[src/sv/tor_pkg.sv]
package tor_pkg;

  localparam logic [7:0] CMD_IAC  = 8'd255;
  localparam logic [7:0] CMD_WILL = 8'd251;
  localparam logic [7:0] CMD_WONT = 8'd252;
  localparam logic [7:0] CMD_DO   = 8'd253;
  localparam logic [7:0] CMD_DONT = 8'd254;
  localparam logic [7:0] CMD_SB   = 8'd250;
  localparam logic [7:0] CMD_SE   = 8'd240;

  localparam logic [7:0] OPT_ECHO  = 8'd1;
  localparam logic [7:0] OPT_SGA   = 8'd3;
  localparam logic [7:0] OPT_TTYPE = 8'd24;

  localparam int unsigned TtypeLen = 10;
  localparam int unsigned IdxW     = $clog2(TtypeLen);

  // IAC SB TTYPE IS "ANSI" IAC SE
  localparam logic [7:0] TTYPE_REPLY [TtypeLen] = '{
    8'd255, 8'd250, 8'd24, 8'd0, 8'd65, 8'd78, 8'd83, 8'd73, 8'd255, 8'd240
  };

  typedef enum logic [1:0] {
    RESP_NONE,
    RESP_DATA,
    RESP_TRIPLE,
    RESP_TTYPE
  } resp_kind_e;

  // One decoded request for the emitter.
  typedef struct packed {
    resp_kind_e kind;
    logic [7:0] verb;
    logic [7:0] data;
  } resp_t;

endpackage

[src/sv/tor_parser.sv]
module tor_parser (
  input  logic               clk_i,
  input  logic               rst_ni,
  input  logic               in_valid_i,
  output logic               in_ready_o,
  input  logic [7:0]         in_byte_i,
  input  logic               in_eob_i,
  output logic               resp_valid_o,
  input  logic               resp_ready_i,
  output tor_pkg::resp_t     resp_o
);

  typedef enum logic [1:0] {
    MODE_DATA,
    MODE_CMD,
    MODE_OPT,
    MODE_SUB
  } mode_e;

  mode_e      mode_q, mode_d;
  logic [7:0] held_q, held_d;
  logic       in_valid_q, in_valid_d;
  logic [7:0] in_byte_q;
  logic       in_eob_q;

  logic in_fire;
  logic resp_fire;
  logic sub_end;
  logic opt_known;
  tor_pkg::resp_t resp;

  assign resp_fire    = in_valid_q && resp_ready_i;
  assign in_ready_o   = !in_valid_q || resp_ready_i;
  assign in_fire      = in_valid_i && in_ready_o;
  assign resp_valid_o = in_valid_q;
  assign resp_o       = resp;
  assign sub_end      = (in_byte_q == tor_pkg::CMD_SE) || in_eob_q;

  always_comb begin
    in_valid_d = in_valid_q;
    if (in_fire) begin
      in_valid_d = 1'b1;
    end else if (resp_fire) begin
      in_valid_d = 1'b0;
    end
  end

  always_comb begin
    mode_d    = mode_q;
    held_d    = held_q;
    resp.kind = tor_pkg::RESP_NONE;
    resp.verb = tor_pkg::CMD_WONT;
    resp.data = in_byte_q;
    opt_known = 1'b0;
    case (mode_q)
      MODE_DATA: begin
        if (in_byte_q == tor_pkg::CMD_IAC) begin
          mode_d = in_eob_q ? MODE_DATA : MODE_CMD;
        end else begin
          resp.kind = tor_pkg::RESP_DATA;
        end
      end
      MODE_CMD: begin
        held_d = in_byte_q;
        mode_d = in_eob_q ? MODE_DATA : MODE_OPT;
      end
      MODE_OPT: begin
        mode_d = MODE_DATA;
        if (held_q == tor_pkg::CMD_SB) begin
          if (sub_end) begin
            resp.kind = tor_pkg::RESP_TTYPE;
          end else begin
            mode_d = MODE_SUB;
          end
        end else begin
          case (held_q)
            tor_pkg::CMD_DO: begin
              opt_known = (in_byte_q == tor_pkg::OPT_SGA) ||
                          (in_byte_q == tor_pkg::OPT_TTYPE);
              resp.kind = tor_pkg::RESP_TRIPLE;
              resp.verb = opt_known ? tor_pkg::CMD_WILL : tor_pkg::CMD_WONT;
            end
            tor_pkg::CMD_WILL, tor_pkg::CMD_WONT: begin
              opt_known = in_byte_q inside {tor_pkg::OPT_ECHO, tor_pkg::OPT_SGA,
                                            tor_pkg::OPT_TTYPE};
              resp.kind = tor_pkg::RESP_TRIPLE;
              resp.verb = opt_known ? tor_pkg::CMD_DO : tor_pkg::CMD_DONT;
            end
            tor_pkg::CMD_DONT: begin
              resp.kind = tor_pkg::RESP_TRIPLE;
              resp.verb = tor_pkg::CMD_WONT;
            end
            default: begin
              resp.kind = tor_pkg::RESP_NONE;
            end
          endcase
        end
      end
      MODE_SUB: begin
        if (sub_end) begin
          mode_d    = MODE_DATA;
          resp.kind = tor_pkg::RESP_TTYPE;
        end
      end
      default: begin
        mode_d = MODE_DATA;
      end
    endcase
  end

  always_ff @(posedge clk_i or negedge rst_ni) begin
    if (!rst_ni) begin
      mode_q     <= MODE_DATA;
      held_q     <= 8'd0;
      in_valid_q <= 1'b0;
    end else begin
      in_valid_q <= in_valid_d;
      if (resp_fire) begin
        mode_q <= mode_d;
        held_q <= held_d;
      end
    end
  end

  always_ff @(posedge clk_i) begin
    if (in_fire) begin
      in_byte_q <= in_byte_i;
      in_eob_q  <= in_eob_i;
    end
  end

  // A finished command always leaves the parser in data mode.
  a_triple_to_data: assert property (@(posedge clk_i) disable iff (!rst_ni)
    resp_fire && resp.kind == tor_pkg::RESP_TRIPLE |=> mode_q == MODE_DATA)
    else $error("parser not back in data mode after answering a command");

  // Terminal-type reply only comes out of a sub-negotiation.
  a_ttype_src: assert property (@(posedge clk_i) disable iff (!rst_ni)
    in_valid_q && resp.kind == tor_pkg::RESP_TTYPE |->
      (mode_q == MODE_OPT && held_q == tor_pkg::CMD_SB) || mode_q == MODE_SUB)
    else $error("terminal-type reply outside sub-negotiation");

endmodule

[src/sv/tor_emitter.sv]
module tor_emitter (
  input  logic               clk_i,
  input  logic               rst_ni,
  input  logic               resp_valid_i,
  output logic               resp_ready_o,
  input  tor_pkg::resp_t     resp_i,
  output logic               out_valid_o,
  input  logic               out_ready_i,
  output logic [7:0]         out_byte_o,
  output logic               out_peer_o,
  output logic               out_last_o
);

  localparam logic [tor_pkg::IdxW-1:0] TripleLast = tor_pkg::IdxW'(2);
  localparam logic [tor_pkg::IdxW-1:0] TtypeLast  = tor_pkg::IdxW'(tor_pkg::TtypeLen - 1);

  logic                      busy_q, busy_d;
  tor_pkg::resp_kind_e       kind_q;
  logic [7:0]                verb_q, opt_q;
  logic [tor_pkg::IdxW-1:0]  idx_q;
  logic                      out_valid_q, out_valid_d;
  logic [7:0]                out_byte_q;
  logic                      out_peer_q, out_last_q;

  tor_pkg::resp_kind_e       cur_kind;
  logic [7:0]                cur_verb, cur_opt, cur_byte;
  logic [tor_pkg::IdxW-1:0]  cur_idx;
  logic                      cur_last;
  logic                      load_ok, emit;

  assign load_ok      = !out_valid_q || out_ready_i;
  assign resp_ready_o = !busy_q && (load_ok || resp_i.kind == tor_pkg::RESP_NONE);
  assign emit         = load_ok &&
                        (busy_q || (resp_valid_i && resp_i.kind != tor_pkg::RESP_NONE));

  assign cur_kind = busy_q ? kind_q : resp_i.kind;
  assign cur_verb = busy_q ? verb_q : resp_i.verb;
  assign cur_opt  = busy_q ? opt_q  : resp_i.data;
  assign cur_idx  = busy_q ? idx_q  : '0;

  always_comb begin
    cur_byte = cur_opt;
    cur_last = 1'b1;
    case (cur_kind)
      tor_pkg::RESP_TRIPLE: begin
        cur_last = (cur_idx == TripleLast);
        if (cur_idx == '0) begin
          cur_byte = tor_pkg::CMD_IAC;
        end else if (cur_idx == tor_pkg::IdxW'(1)) begin
          cur_byte = cur_verb;
        end
      end
      tor_pkg::RESP_TTYPE: begin
        cur_last = (cur_idx >= TtypeLast);
        cur_byte = tor_pkg::TTYPE_REPLY[cur_idx];
      end
      default: begin
        cur_byte = cur_opt;
        cur_last = 1'b1;
      end
    endcase
  end

  always_comb begin
    out_valid_d = out_valid_q;
    busy_d      = busy_q;
    if (emit) begin
      out_valid_d = 1'b1;
      busy_d      = !cur_last;
    end else if (out_ready_i) begin
      out_valid_d = 1'b0;
    end
  end

  always_ff @(posedge clk_i or negedge rst_ni) begin
    if (!rst_ni) begin
      busy_q      <= 1'b0;
      out_valid_q <= 1'b0;
    end else begin
      busy_q      <= busy_d;
      out_valid_q <= out_valid_d;
    end
  end

  always_ff @(posedge clk_i) begin
    if (emit) begin
      kind_q     <= cur_kind;
      verb_q     <= cur_verb;
      opt_q      <= cur_opt;
      idx_q      <= cur_idx + tor_pkg::IdxW'(1);
      out_byte_q <= cur_byte;
      out_peer_q <= (cur_kind != tor_pkg::RESP_DATA);
      out_last_q <= cur_last;
    end
  end

  assign out_valid_o = out_valid_q;
  assign out_byte_o  = out_byte_q;
  assign out_peer_o  = out_peer_q;
  assign out_last_o  = out_last_q;

  // Only multi-byte replies keep the sequencer busy.
  a_busy_kind: assert property (@(posedge clk_i) disable iff (!rst_ni)
    busy_q |-> kind_q == tor_pkg::RESP_TRIPLE || kind_q == tor_pkg::RESP_TTYPE)
    else $error("sequencer busy on single-byte request");

  // Terminal data is never split, so a non-final byte is a reply byte.
  a_mid_is_peer: assert property (@(posedge clk_i) disable iff (!rst_ni)
    out_valid_q && !out_last_q |-> out_peer_q && busy_q)
    else $error("non-final byte not part of an ongoing reply");

endmodule

[src/sv/telnet_option_responder.sv]
// Telnet option responder.
// Slave stream: one received telnet byte per request; tlast marks the last
// byte of a receive buffer. Master stream: bytes for the terminal
// (tuser = 0) or replies to the peer (tuser = 1); tlast marks the final
// byte caused by one input byte. Bytes that end up swallowed cause nothing.
// The first output byte passes the input register, then the output
// register. Throughput: plain data bytes flow at one per cycle while
// the receiver does not stall. A command answer is three output bytes
// and the terminal-type reply ten; the reply sequencer sends one byte
// per cycle while the receiver keeps up and holds the next decoded
// request meanwhile, so the input stalls while a reply is sent (one
// byte waits in the input register).
// Reset clears parser mode, held command and all valid flags; the block
// is ready for input as soon as reset is released.
// When the receiver stalls, the output register holds its byte, the
// sequencer pauses, and tready on the input drops once the input register
// holds a byte that causes output.
module telnet_option_responder (
  input  logic       clk_i,
  input  logic       rst_ni,
  input  logic       s_axis_tvalid_i,
  output logic       s_axis_tready_o,
  input  logic [7:0] s_axis_tdata_i,  // [7:0] data_byte
  input  logic       s_axis_tlast_i,  // end_of_buffer
  output logic       m_axis_tvalid_o,
  input  logic       m_axis_tready_i,
  output logic [7:0] m_axis_tdata_o,  // [7:0] out_byte
  output logic       m_axis_tuser_o,  // [0] to_peer
  output logic       m_axis_tlast_o   // last_of_run
);

  logic           resp_valid;
  logic           resp_ready;
  tor_pkg::resp_t resp;

  tor_parser u_parser (
    .clk_i        (clk_i),
    .rst_ni       (rst_ni),
    .in_valid_i   (s_axis_tvalid_i),
    .in_ready_o   (s_axis_tready_o),
    .in_byte_i    (s_axis_tdata_i),
    .in_eob_i     (s_axis_tlast_i),
    .resp_valid_o (resp_valid),
    .resp_ready_i (resp_ready),
    .resp_o       (resp)
  );

  tor_emitter u_emitter (
    .clk_i        (clk_i),
    .rst_ni       (rst_ni),
    .resp_valid_i (resp_valid),
    .resp_ready_o (resp_ready),
    .resp_i       (resp),
    .out_valid_o  (m_axis_tvalid_o),
    .out_ready_i  (m_axis_tready_i),
    .out_byte_o   (m_axis_tdata_o),
    .out_peer_o   (m_axis_tuser_o),
    .out_last_o   (m_axis_tlast_o)
  );

endmodule
[config.mk]
export PLATFORM = sky130hd
export DESIGN_NAME = telnet_option_responder
export DESIGN_NICKNAME = d
export VERILOG_FILES = /design/src/sv/tor_pkg.sv /design/src/sv/tor_parser.sv /design/src/sv/tor_emitter.sv /design/src/sv/telnet_option_responder.sv
export SDC_FILE = /design/constraint.sdc
export NUM_CORES = 1
export LEC_CHECK = 0
export ABC_CLOCK_PERIOD_IN_PS = 4800
export BUFFER_PORTS_ARGS = -buffer_cell sky130_fd_sc_hd__buf_2
export CORE_MARGIN = 4
export CORE_UTILIZATION = 53
export DETAILED_ROUTE_END_ITERATION = 8
export HOLD_SLACK_MARGIN = 0.1
export PLACE_DENSITY = 0.81
export SYNTH_ARGS = -nofsm -noshare
export SYNTH_HDL_FRONTEND = slang
export SYNTH_HIERARCHICAL = 1
export SYNTH_SLANG_ARGS = --single-unit
[constraint.sdc]
create_clock -name clk_i -period 4.8 [get_ports clk_i]
set_clock_uncertainty 0.05 [all_clocks]
set_input_delay 0.24 -clock clk_i [delete_from_list [all_inputs] [get_ports clk_i]]
set_output_delay 0.24 -clock clk_i [all_outputs]
set_load 0.05 [all_outputs]
# Word-level counts from Yosys, hierarchy flattened
# Memory sizes are Yosys's and may differ from the RTL's.
# Cells that the tools add are included.
# totals
ff_bits	54
romBits	128
input_bits	13
out_inout_bits	12
n_memories	1
# classes
add_sub_neg	1
magnitude_cmp	2
n_eq_ne	20
muxes	31
n_bitwise	1
reduce_logical	26
# mem_list
name	depth	word_bits	rd	rd_ports_with_merged_regs	write_ports	line_no	rtl
(no name shown)	16	8	1	0	0	tor_emitter.sv:55	cur_byte = tor_pkg::TTYPE_REPLY[cur_idx];
# ops
op	n
2-to-1 mux 8 bit	8
== test 8 bit, second input constant	7
one-hot mux 8 bit (2 select lines)	2
2-to-1 mux 2 bit	10
== test 2 bit, second input constant	4
== test 8 x 1 -> 1 bit, second input constant	1
== test 8 x 2 -> 1 bit, second input constant	1
== test 8 x 5 -> 1 bit, second input constant	1
one-hot mux 2 bit (4 select lines)	1
logical OR 1 bit	6
2-to-1 mux 1 bit	6
inequality test 2 x 1 -> 1 bit, second input constant	3
one-hot mux 2 bit (3 select lines)	1
nonzero test 2 bit	3
>= comparator 5 bit, second input constant	1
logical AND 1 bit	5
NOT 4 -> 5 bit	1
adder 4 x 1 -> 4 bit, second input constant	1
== test 4 x 1 -> 1 bit, second input constant	1
== test 4 x 2 -> 1 bit, second input constant	1
>= comparator 4 bit, second input constant	1
zero test 1 bit	4
zero test 2 bit	2
zero test 4 bit	1
9 further kinds	9

# Logic depth before layout (Yosys ltp)
# Gate-level depths: netlist (run 1).
# depth
depth_word	11
ltp_mapped	11

# By module
# Netlist (run 1), hierarchy kept.
# by_module_without_submodules
module	instances	cells_per_inst	area_per_inst_um2
tor_emitter	1	161	1879.3
tor_parser	1	92	1062.3

# Least setup slack after synthesis (run 1)
# OpenSTA, ideal clock, no wires.
# synth_timing
path_type	reg-to-reg
from	register u_parser.held_q[2]
to	register u_emitter/idx_q[0] in the netlist's numbering, enable pin
arrival_time_ns	2.894
t_required_ns	4.329
path_slack_ns	1.435
path_stages_with_launch	8
n_path_buf	0
path_cell_list	dfrtp_1 > nand2b_1 > or4_4 > a21oi_2 > a22o_1 > or2_2 > a21oi_1 > nor2_1
# synth_rtl
element	line_no	rtl
start, declared	tor_parser.sv:21	logic [7:0] held_q, held_d;
start signal, assigned	tor_parser.sv:120	held_q <= held_d;
end signal, assigned	tor_emitter.sv:90	idx_q <= cur_idx + tor_pkg::IdxW'(1);
end, declared	tor_emitter.sv:20	logic [tor_pkg::IdxW-1:0] idx_q;

# Final worst setup path (run 1)
# layout_timing
from	register u_emitter.busy_q
to	register u_emitter.out_byte_q[2], in the netlist u_emitter/out_byte_o[2] (data pin)
# layout_via
elab_chain_cells	6
# layout_lines
element	line_no	rtl
start, declared	tor_emitter.sv:17	logic busy_q, busy_d;
start signal, assigned	tor_emitter.sv:80	busy_q <= busy_d;
2-to-1 mux 4 bit	tor_emitter.sv:39	assign cur_idx = busy_q ? idx_q : '0;
NOT 4 -> 5 bit (not written as such)	tor_emitter.sv:55	
memory read (16 x 8 bit)	--	
2-to-1 mux 8 bit (not written as such) (2 in series)	tor_emitter.sv:55	
one-hot mux 8 bit (2 select lines) (*)	tor_emitter.sv:44	case (cur_kind)
via u_emitter.cur_byte[2]	tor_emitter.sv:26	logic [7:0] cur_verb, cur_opt, cur_byte;
end signal, assigned	tor_emitter.sv:91	out_byte_q <= cur_byte;
end, declared	tor_emitter.sv:22	logic [7:0] out_byte_q;
# Mark *: on every way through the listed nets, which the timed path passes. The rest lies on a longest branch. The select of a mux whose other input is x is not followed.
# A chain may end at the register's enable or synchronous reset.

==> impl_results.md, run 1 <==
* Distinct cells, synth at 55
* Final setup TNS at 0 ps
* Worst Tran Pin Value at 579 ps
* EDFF count, synth at 41
* Post-place setup slack at 1580 ps
* # H-tree levels at 2
* Final Cycle Share at 67.0%
* Arr. time, crit path at 3220 ps
* Slowest Stage Delay on Critical Path at 450 ps
* Port Buf Inserts at 24
* Vias in the first global route at 2023
* Maximum VDD drop at 0.000193 V
* Syn Area/Cell at 11.6 sq um
* Initial antenna violation count at 0
* Post-route antenna net violation count at 0
* Setup Buffers After CTS at 0
* MaxCap Viol Count at 0
* Max Freq at 0.311 GHz
* Register area share after synthesis at 52.9%
* CP Launch Type: flip-flop
* P_int at 674 uW
* Fin. Hold Viols at 0
* Fillcell total at 406
* Root Driver: clkbuf_8
* CTS tree: yes
* DR iter-0 viols at 167
* Comb power frac at 10.9%
* Top_reg_cell synth: edfxtp_1
* Die area at 6810 sq um
* Final min period at 3220 ps
* # diodes at 0
* Core ar. at 5240 sq um
* PwrDens at 277 nW/um^2
* Crit path max fanout at 37
* Clock power share at 27.6%
* Grt ovf at 0
* RSZ-0062 raised after global routing: no
* First-pass GRT wire length at 9750 um
* Drt first pass iters at 4
* DP HPWL at 3990 um
* Vias at 2060
* Core Util, Final at 62.3%
* CTS max path bufs at 2
* Reg area at 1560 sq um
* Synth async-reset ratio at 24.1%
* Yosys warns at 6
* Status: finished clean
* Layout cells sized above 1 at 21.3%
* Final setup margin at 1580 ps
* Total wire length at 6040 um
* TritonCTS Sinks at 54
* Setup violations, final at 0
* TritonCTS Buffers at 5
* Final #Nets at 304
* Area Overhead vs Synth at 11.0%
* Drt drc at 0
* Crit Path Category: flip-flop to flip-flop
* Max-slew violation count at 0
* Worst path slowest cell: a311oi_4
* Rel. slew slack at 60.3%
* HP Class: input pin to flip-flop
* Cell Chain, Critical Path: buf_4 > nand2_1 > inv_1 > ha_1 > or3b_4 > a311oi_4 > nor2_1 > or3_1
* Fin Hold WS at 227 ps
* Net Sw Frac at 25.5%
* Gate Count Post-Synth at 253
* Gr usage total at 19.4%
* Die X at 82.5 um
* Leak pwr at 0.00134 uW
* Mean number of vias per cell at 5.77
* Largest net degree at the start of global routing at 38
* Avg WL per Cell at 16.9 um
* Cell family with most CP delay: simple AND/OR/NAND/NOR gates
* Sequential Power Share at 61.4%
* Multi-input logic area at 1220 sq um
* Buf/Inv on CP at 2
* Required time worst endpoint at 4800 ps
* Synthesized area at 2940 sq um
* #FFs+latches synth at 54
* # rows at 26
* Worst-Skew Late Latency at 310 ps
* Worst Setup End Kind: flip-flop
* Initial Util at 56.2%
* Sw power at 231 uW
* Die H at 82.5 um
* Reg clk slew, reported paths at 90 ps
* # IOs at 25
* Global placement routability congestion at 0.846
==> flip-flops by register name (all words and copies together), names as in the netlist <==
name,cells
u_emitter/idx_q,4
u_parser/in_eob_q,1
u_emitter/busy_q,1
u_parser/in_byte_q,8
u_emitter/out_last_o,1
u_emitter/kind_q,2
u_emitter/out_byte_o,8
u_parser/held_q,8
u_parser/mode_q,2
u_emitter/out_peer_o,1
u_parser/resp_valid_o,1
u_emitter/opt_q,8
u_emitter/verb_q,8
u_emitter/out_valid_o,1
==> placed cells by master (no fill, tap or decap), types with 6 or more instances in the layout <==
cell / instances
edfxtp_1: 41
buf_2: 24
inv_1: 18
nand2_1: 16
a21oi_1: 16
dfrtp_1: 13
nor2_1: 12
dlygate4sd3_1: 11
nand3_1: 11
mux2i_1: 10
mux2_2: 9
nand2b_1: 8
or3_1: 7
mux2_4: 7
and2_1: 6
o21ai_0: 6
==> cell type report <==
cell class | instances | share of cell area, %
Clock buffer | 6 | 2.22
Inverter | 19 | 2.18
Sequential cell | 54 | 47.7
Clock inverter | 2 | 0.422
Tap cell | 70 | 2.68
Multi-Input combinational cell | 169 | 37.3
Timing Repair Buffer | 37 | 7.51
==> worst reg2reg max path, cell delays in order (launching register included) <==
cell	delay [ps]
dfrtp_1	400
buf_4	410
nand2_1	230
inv_1	170
ha_1	390
or3b_4	440
a311oi_4	450
nor2_1	60
or3_1	350
==> per-stage QoR <==
step           std cells  instance area, sq um  total power (uW)
5_1_grt              357                  3260               943
4_1_cts              357                  3260               913
6_report             357                  3260               905
3_3_place_gp         338                  3070               654
2_1_floorplan        257                  2960               630
3_5_place_dp         338                  3070               657
==> layer usage <==
layer  wire (um)  share of wire [%]  GRT usage (%)  up-vias
li1            -                  -              -      979
met1        2650                 44           25.6     1007
met2        2950                 49           30.8       58
met3         271                4.5           3.69       16
met4         174                2.9           9.64        0
met5           0                  0              0        -
==> Yosys cell counts (3+ instances only) <==
cell type  count  area [sq um]
o22a_1         3          26.3
a21oi_1       16          80.1
edfxtp_1      41          1230
buf_4          9          67.6
nor2_1        13          48.8
nand2_1       16          60.1
mux2_4         7           105
nand2b_1       8          50.1
ha_1           5          62.6
xnor2_1        3          26.3
nor3_1         4          20.0
buf_6          3          33.8
dfrtp_1       13           325
nor3b_1        3          22.5
mux2i_1       10           100
inv_1         18          67.6
or3_1          7          43.8
mux2_2         9           101
nand3_1       11          55.1
and2_1         6          37.5
o21ai_0        6          30.0
==> power by group through the flow <==
stage               clock (uW)  sequential [uW]  combinational (uW)
floorplan                    0              582                47.3
global placement             0              565                89.0
detailed placement           0              566                91.0
CTS                        259              555                98.3
global route               278              559                 106
finish                     250              556                99.1
==> repair_timing <==
item                                   in CTS  in global routing
gates resized for setup                     0                  0
hold buffers                               11                  0
endpoints found under the hold margin      23                  0
==> cells by family after synthesis <==
| logic type | Yosys count | synth area share (%) |
|---|---|---|
| and+or+nand+nor | 84 | 15.9 |
| muxes | 26 | 10.4 |
| other | 1 | 0.127 |
| xor gates and xnor gates | 3 | 0.893 |
| buffers and inverters | 34 | 6.29 |
| AOI/OAI and AO/OA | 46 | 11.3 |
| adders and majority gates | 5 | 2.13 |
| DFF | 54 | 52.9 |
==> path summary, 6_finish.rpt <==
path / start / to / slack, ps / cells past startpoint
max: u_emitter/busy_q$_DFFE_PN0P_ / u_emitter/out_byte_o[2]$_DFFE_PP_ / 1580 / 8
min: m_axis_tready_i / u_emitter/busy_q$_DFFE_PN0P_ / 230 / 4
max reg2reg: u_emitter/busy_q$_DFFE_PN0P_ / u_emitter/out_byte_o[2]$_DFFE_PP_ / 1580 / 8
min reg2reg: u_parser/held_q[3]$_DFFE_PN0P_ / u_parser/held_q[3]$_DFFE_PN0P_ / 490 / 1
max in group asynchronous: rst_ni / u_parser/held_q[2]$_DFFE_PN0P_ / 4160 / 2
min in group asynchronous: rst_ni / u_parser/mode_q[1]$_DFFE_PN0P_ / 290 / 2
Power figures use the tool's default switching activity.
==> run 2, diff against run 1 <==
- ABC_CLOCK_PERIOD_IN_PS: 4800 -> 3200
- clock period: 4.8 -> 3.2 ns (I/O delays scaled with it)
==> run 2 against run 1 <==
Maximum frequency grew 8.9%. Die area is the same. Largest cell class unchanged. Critical path depth grew 1. Via count is 3.9% lower. Final area up 1.0%. Wire length fell by 6.4%. First-iteration DRC count fell by 29%. Clock power rose by 72%. Non-clock buffer count is 1 higher.
==> impl_results.md, run 2 (synthesis results as in run 1) <==
* Status: finished clean (unchanged)
* Rel. slew slack at 62.0% (was 60.3%)
* Port Buf Inserts at 24 (unchanged)
* FF-to-FF End: u_parser/held_q[2]$_DFFE_PN0P_ (was u_emitter/out_byte_o[2]$_DFFE_PP_)
* Vias at 1980 (was 2060)
* Fin. Hold Viols at 0 (unchanged)
* # IOs at 25 (unchanged)
* Commonest cells after routing, fill and taps aside: edfxtp_1, buf_2, inv_1, nand2_1, a21oi_1 (unchanged)
* Largest net degree at the start of global routing at 38 (unchanged)
* First-pass GRT wire length at 9530 um (was 9750 um)
* Initial Util at 56.2% (unchanged)
* Total wire length at 5660 um (was 6040 um)
* CTS tree: yes (unchanged)
* Hold Startpoint: m_axis_tready_i (unchanged)
* Core Util, Final at 62.9% (was 62.3%)
* # rows at 26 (unchanged)
* Root Driver: clkbuf_8 (unchanged)
* Crit Path Category: flip-flop to flip-flop (unchanged)
* Hold endpoint: u_emitter/busy_q$_DFFE_PN0P_ (unchanged)
* Max-slew violation count at 0 (unchanged)
* PwrDens at 427 nW/um^2 (was 277 nW/um^2)
* Worst Setup End Kind: flip-flop (unchanged)
* Worst Tran Pin Value at 565 ps (was 579 ps)
* Area Overhead vs Synth at 12.1% (was 11.0%)
* Avg WL per Cell at 15.8 um (was 16.9 um)
* R2R setup slack at 240 ps (was 1580 ps)
* # H-tree levels at 2 (unchanged)
* DR iter-0 viols at 119 (was 167)
* Mean number of vias per cell at 5.53 (was 5.77)
* WL met2 at 2730 um (was 2950 um)
* Core ar. at 5240 sq um (unchanged)
* Final min period at 2960 ps (was 3220 ps)
* TritonCTS Sinks at 54 (unchanged)
* Vias in the first global route at 1990 (was 2023)
* TritonCTS Buffers at 5 (unchanged)
* Setup Buffers After CTS at 0 (unchanged)
* Global placement routability congestion at 0.878 (was 0.846)
* Final Cycle Share at 92.4% (was 67.0%)
* CTS Hold Buffers Added at 11 (unchanged)
* Highest metal used: met4 (unchanged)
* Max Freq at 0.338 GHz (was 0.311 GHz)
* Worst-Skew Late Latency at 310 ps (about the same)
* Final setup margin at 245 ps (was 1580 ps)
* MaxCap Viol Count at 0 (unchanged)
* Reg clk slew, reported paths at 100 ps (was 90 ps)
* Grt ovf at 0 (unchanged)
* Crit path launch: u_parser/in_byte_q[4]$_DFFE_PP_ (was u_emitter/busy_q$_DFFE_PN0P_)
* Die area at 6810 sq um (unchanged)
* Maximum VDD drop at 0.000285 V (was 0.000193 V)
* Worst hold stages at 4 (unchanged)
* Resized cells post-CTS at 0 (unchanged)
* Required time worst endpoint at 3350 ps (was 4800 ps)
* CTS max path bufs at 2 (unchanged)
* Fillcell total at 411 (was 406)
* Final setup TNS at 0 ps (unchanged)
* Worst flop-to-flop path startpoint: u_parser/in_byte_q[4]$_DFFE_PP_ (was u_emitter/busy_q$_DFFE_PN0P_)
* Leak pwr at 0.00136 uW (was 0.00134 uW)
* Drt first pass iters at 4 (unchanged)
* CP Launch Type: flip-flop (unchanged)
* Post-route antenna net violation count at 0 (unchanged)
* Layout cells sized above 1 at 21.9% (was 21.3%)
* Initial antenna violation count at 0 (unchanged)
* # diodes at 0 (unchanged)
* Design Area, Final at 3300 sq um (was 3260 sq um)
* Met3 wire length at 320 um (was 271 um)
* DP HPWL at 3900 um (was 3990 um)
* HP Class: input pin to flip-flop (unchanged)
* FF-to-FF path depth at 9 (was 8)
* Die X at 82.5 um (unchanged)
* Die H at 82.5 um (unchanged)
* Gr usage total at 18.6% (was 19.4%)
* Final #Nets at 305 (was 304)
* Met1 WL at 2500 um (was 2650 um)
* Arr. time, crit path at 3110 ps (was 3220 ps)
* Crit path max fanout at 9 (was 37)
* Tot Pwr at 1410 uW (was 905 uW)
* Setup violations, final at 0 (unchanged)
* RSZ-0062 raised after global routing: no (unchanged)
* Drt drc at 0 (unchanged)
* Post-place setup slack at 285 ps (was 1580 ps)
* Area after DPL at 3080 sq um (was 3070 sq um)
* Commonest non-fill, non-tap cell in the layout: edfxtp_1 (unchanged)
[run 2: stage by stage]
| stage | cells | hold WS, ps |
|---|---|---|
| after global routing | 358 | 158 |
| final | 358 | 162 |
| after global placement | 339 | 6.85 |
| after detailed placement | 339 | 6.91 |
| after CTS | 358 | 143 |
| after floorplan | 257 | -186 |
[run 2: cell type report]
class | instances | area (sq um) | share of cell area, %
Tap cell | 70 | 87.6 | 2.66
Multi-Input combinational cell | 169 | 1220 | 36.9
Clock buffer | 6 | 93.8 | 2.85
Inverter | 19 | 71.3 | 2.16
Timing Repair Buffer | 38 | 253 | 7.67
Clock inverter | 2 | 17.5 | 0.531
Sequential cell | 54 | 1560 | 47.2
[run 2: how the worst max path moves through the flow]
stage | end | slack [ps]
4_1_cts | u_parser/held_q[2]$_DFFE_PN0P_ | 260
5_1_grt | u_parser/held_q[4]$_DFFE_PN0P_ | 60
3_5_place_dp | u_parser/held_q[2]$_DFFE_PN0P_ | 290
6_report | u_parser/held_q[2]$_DFFE_PN0P_ | 240
3_3_place_gp | u_parser/held_q[2]$_DFFE_PN0P_ | 390
2_1_floorplan | u_emitter/idx_q[0]$_DFFE_PP_ | 360
[run 2: power breakdown]
| part | total (uW) | leakage [uW] | internal [uW] | switching (uW) |
|---|---|---|---|---|
| Combinational | 147 | 0.000742 | 49.6 | 97.0 |
| Clock | 431 | 0.0000569 | 206 | 225 |
| Sequential | 831 | 0.000559 | 805 | 26.7 |
[run 2: metal layers]
layer / vias to the layer above / global-route usage, %
met5: - / 0
li1: 984 / -
met4: 0 / 6.86
met3: 10 / 3.80
met1: 933 / 24.5
met2: 53 / 30.4
[run 2: worst max-delay path: stages (launching register included)]
cell,delay [ps]
edfxtp_1,510
and4_1,240
a21oi_1,170
a21oi_2,50
a22o_1,270
or2_2,290
a21oi_1,170
nand2_1,140
or3_1,560
mux2_4,380
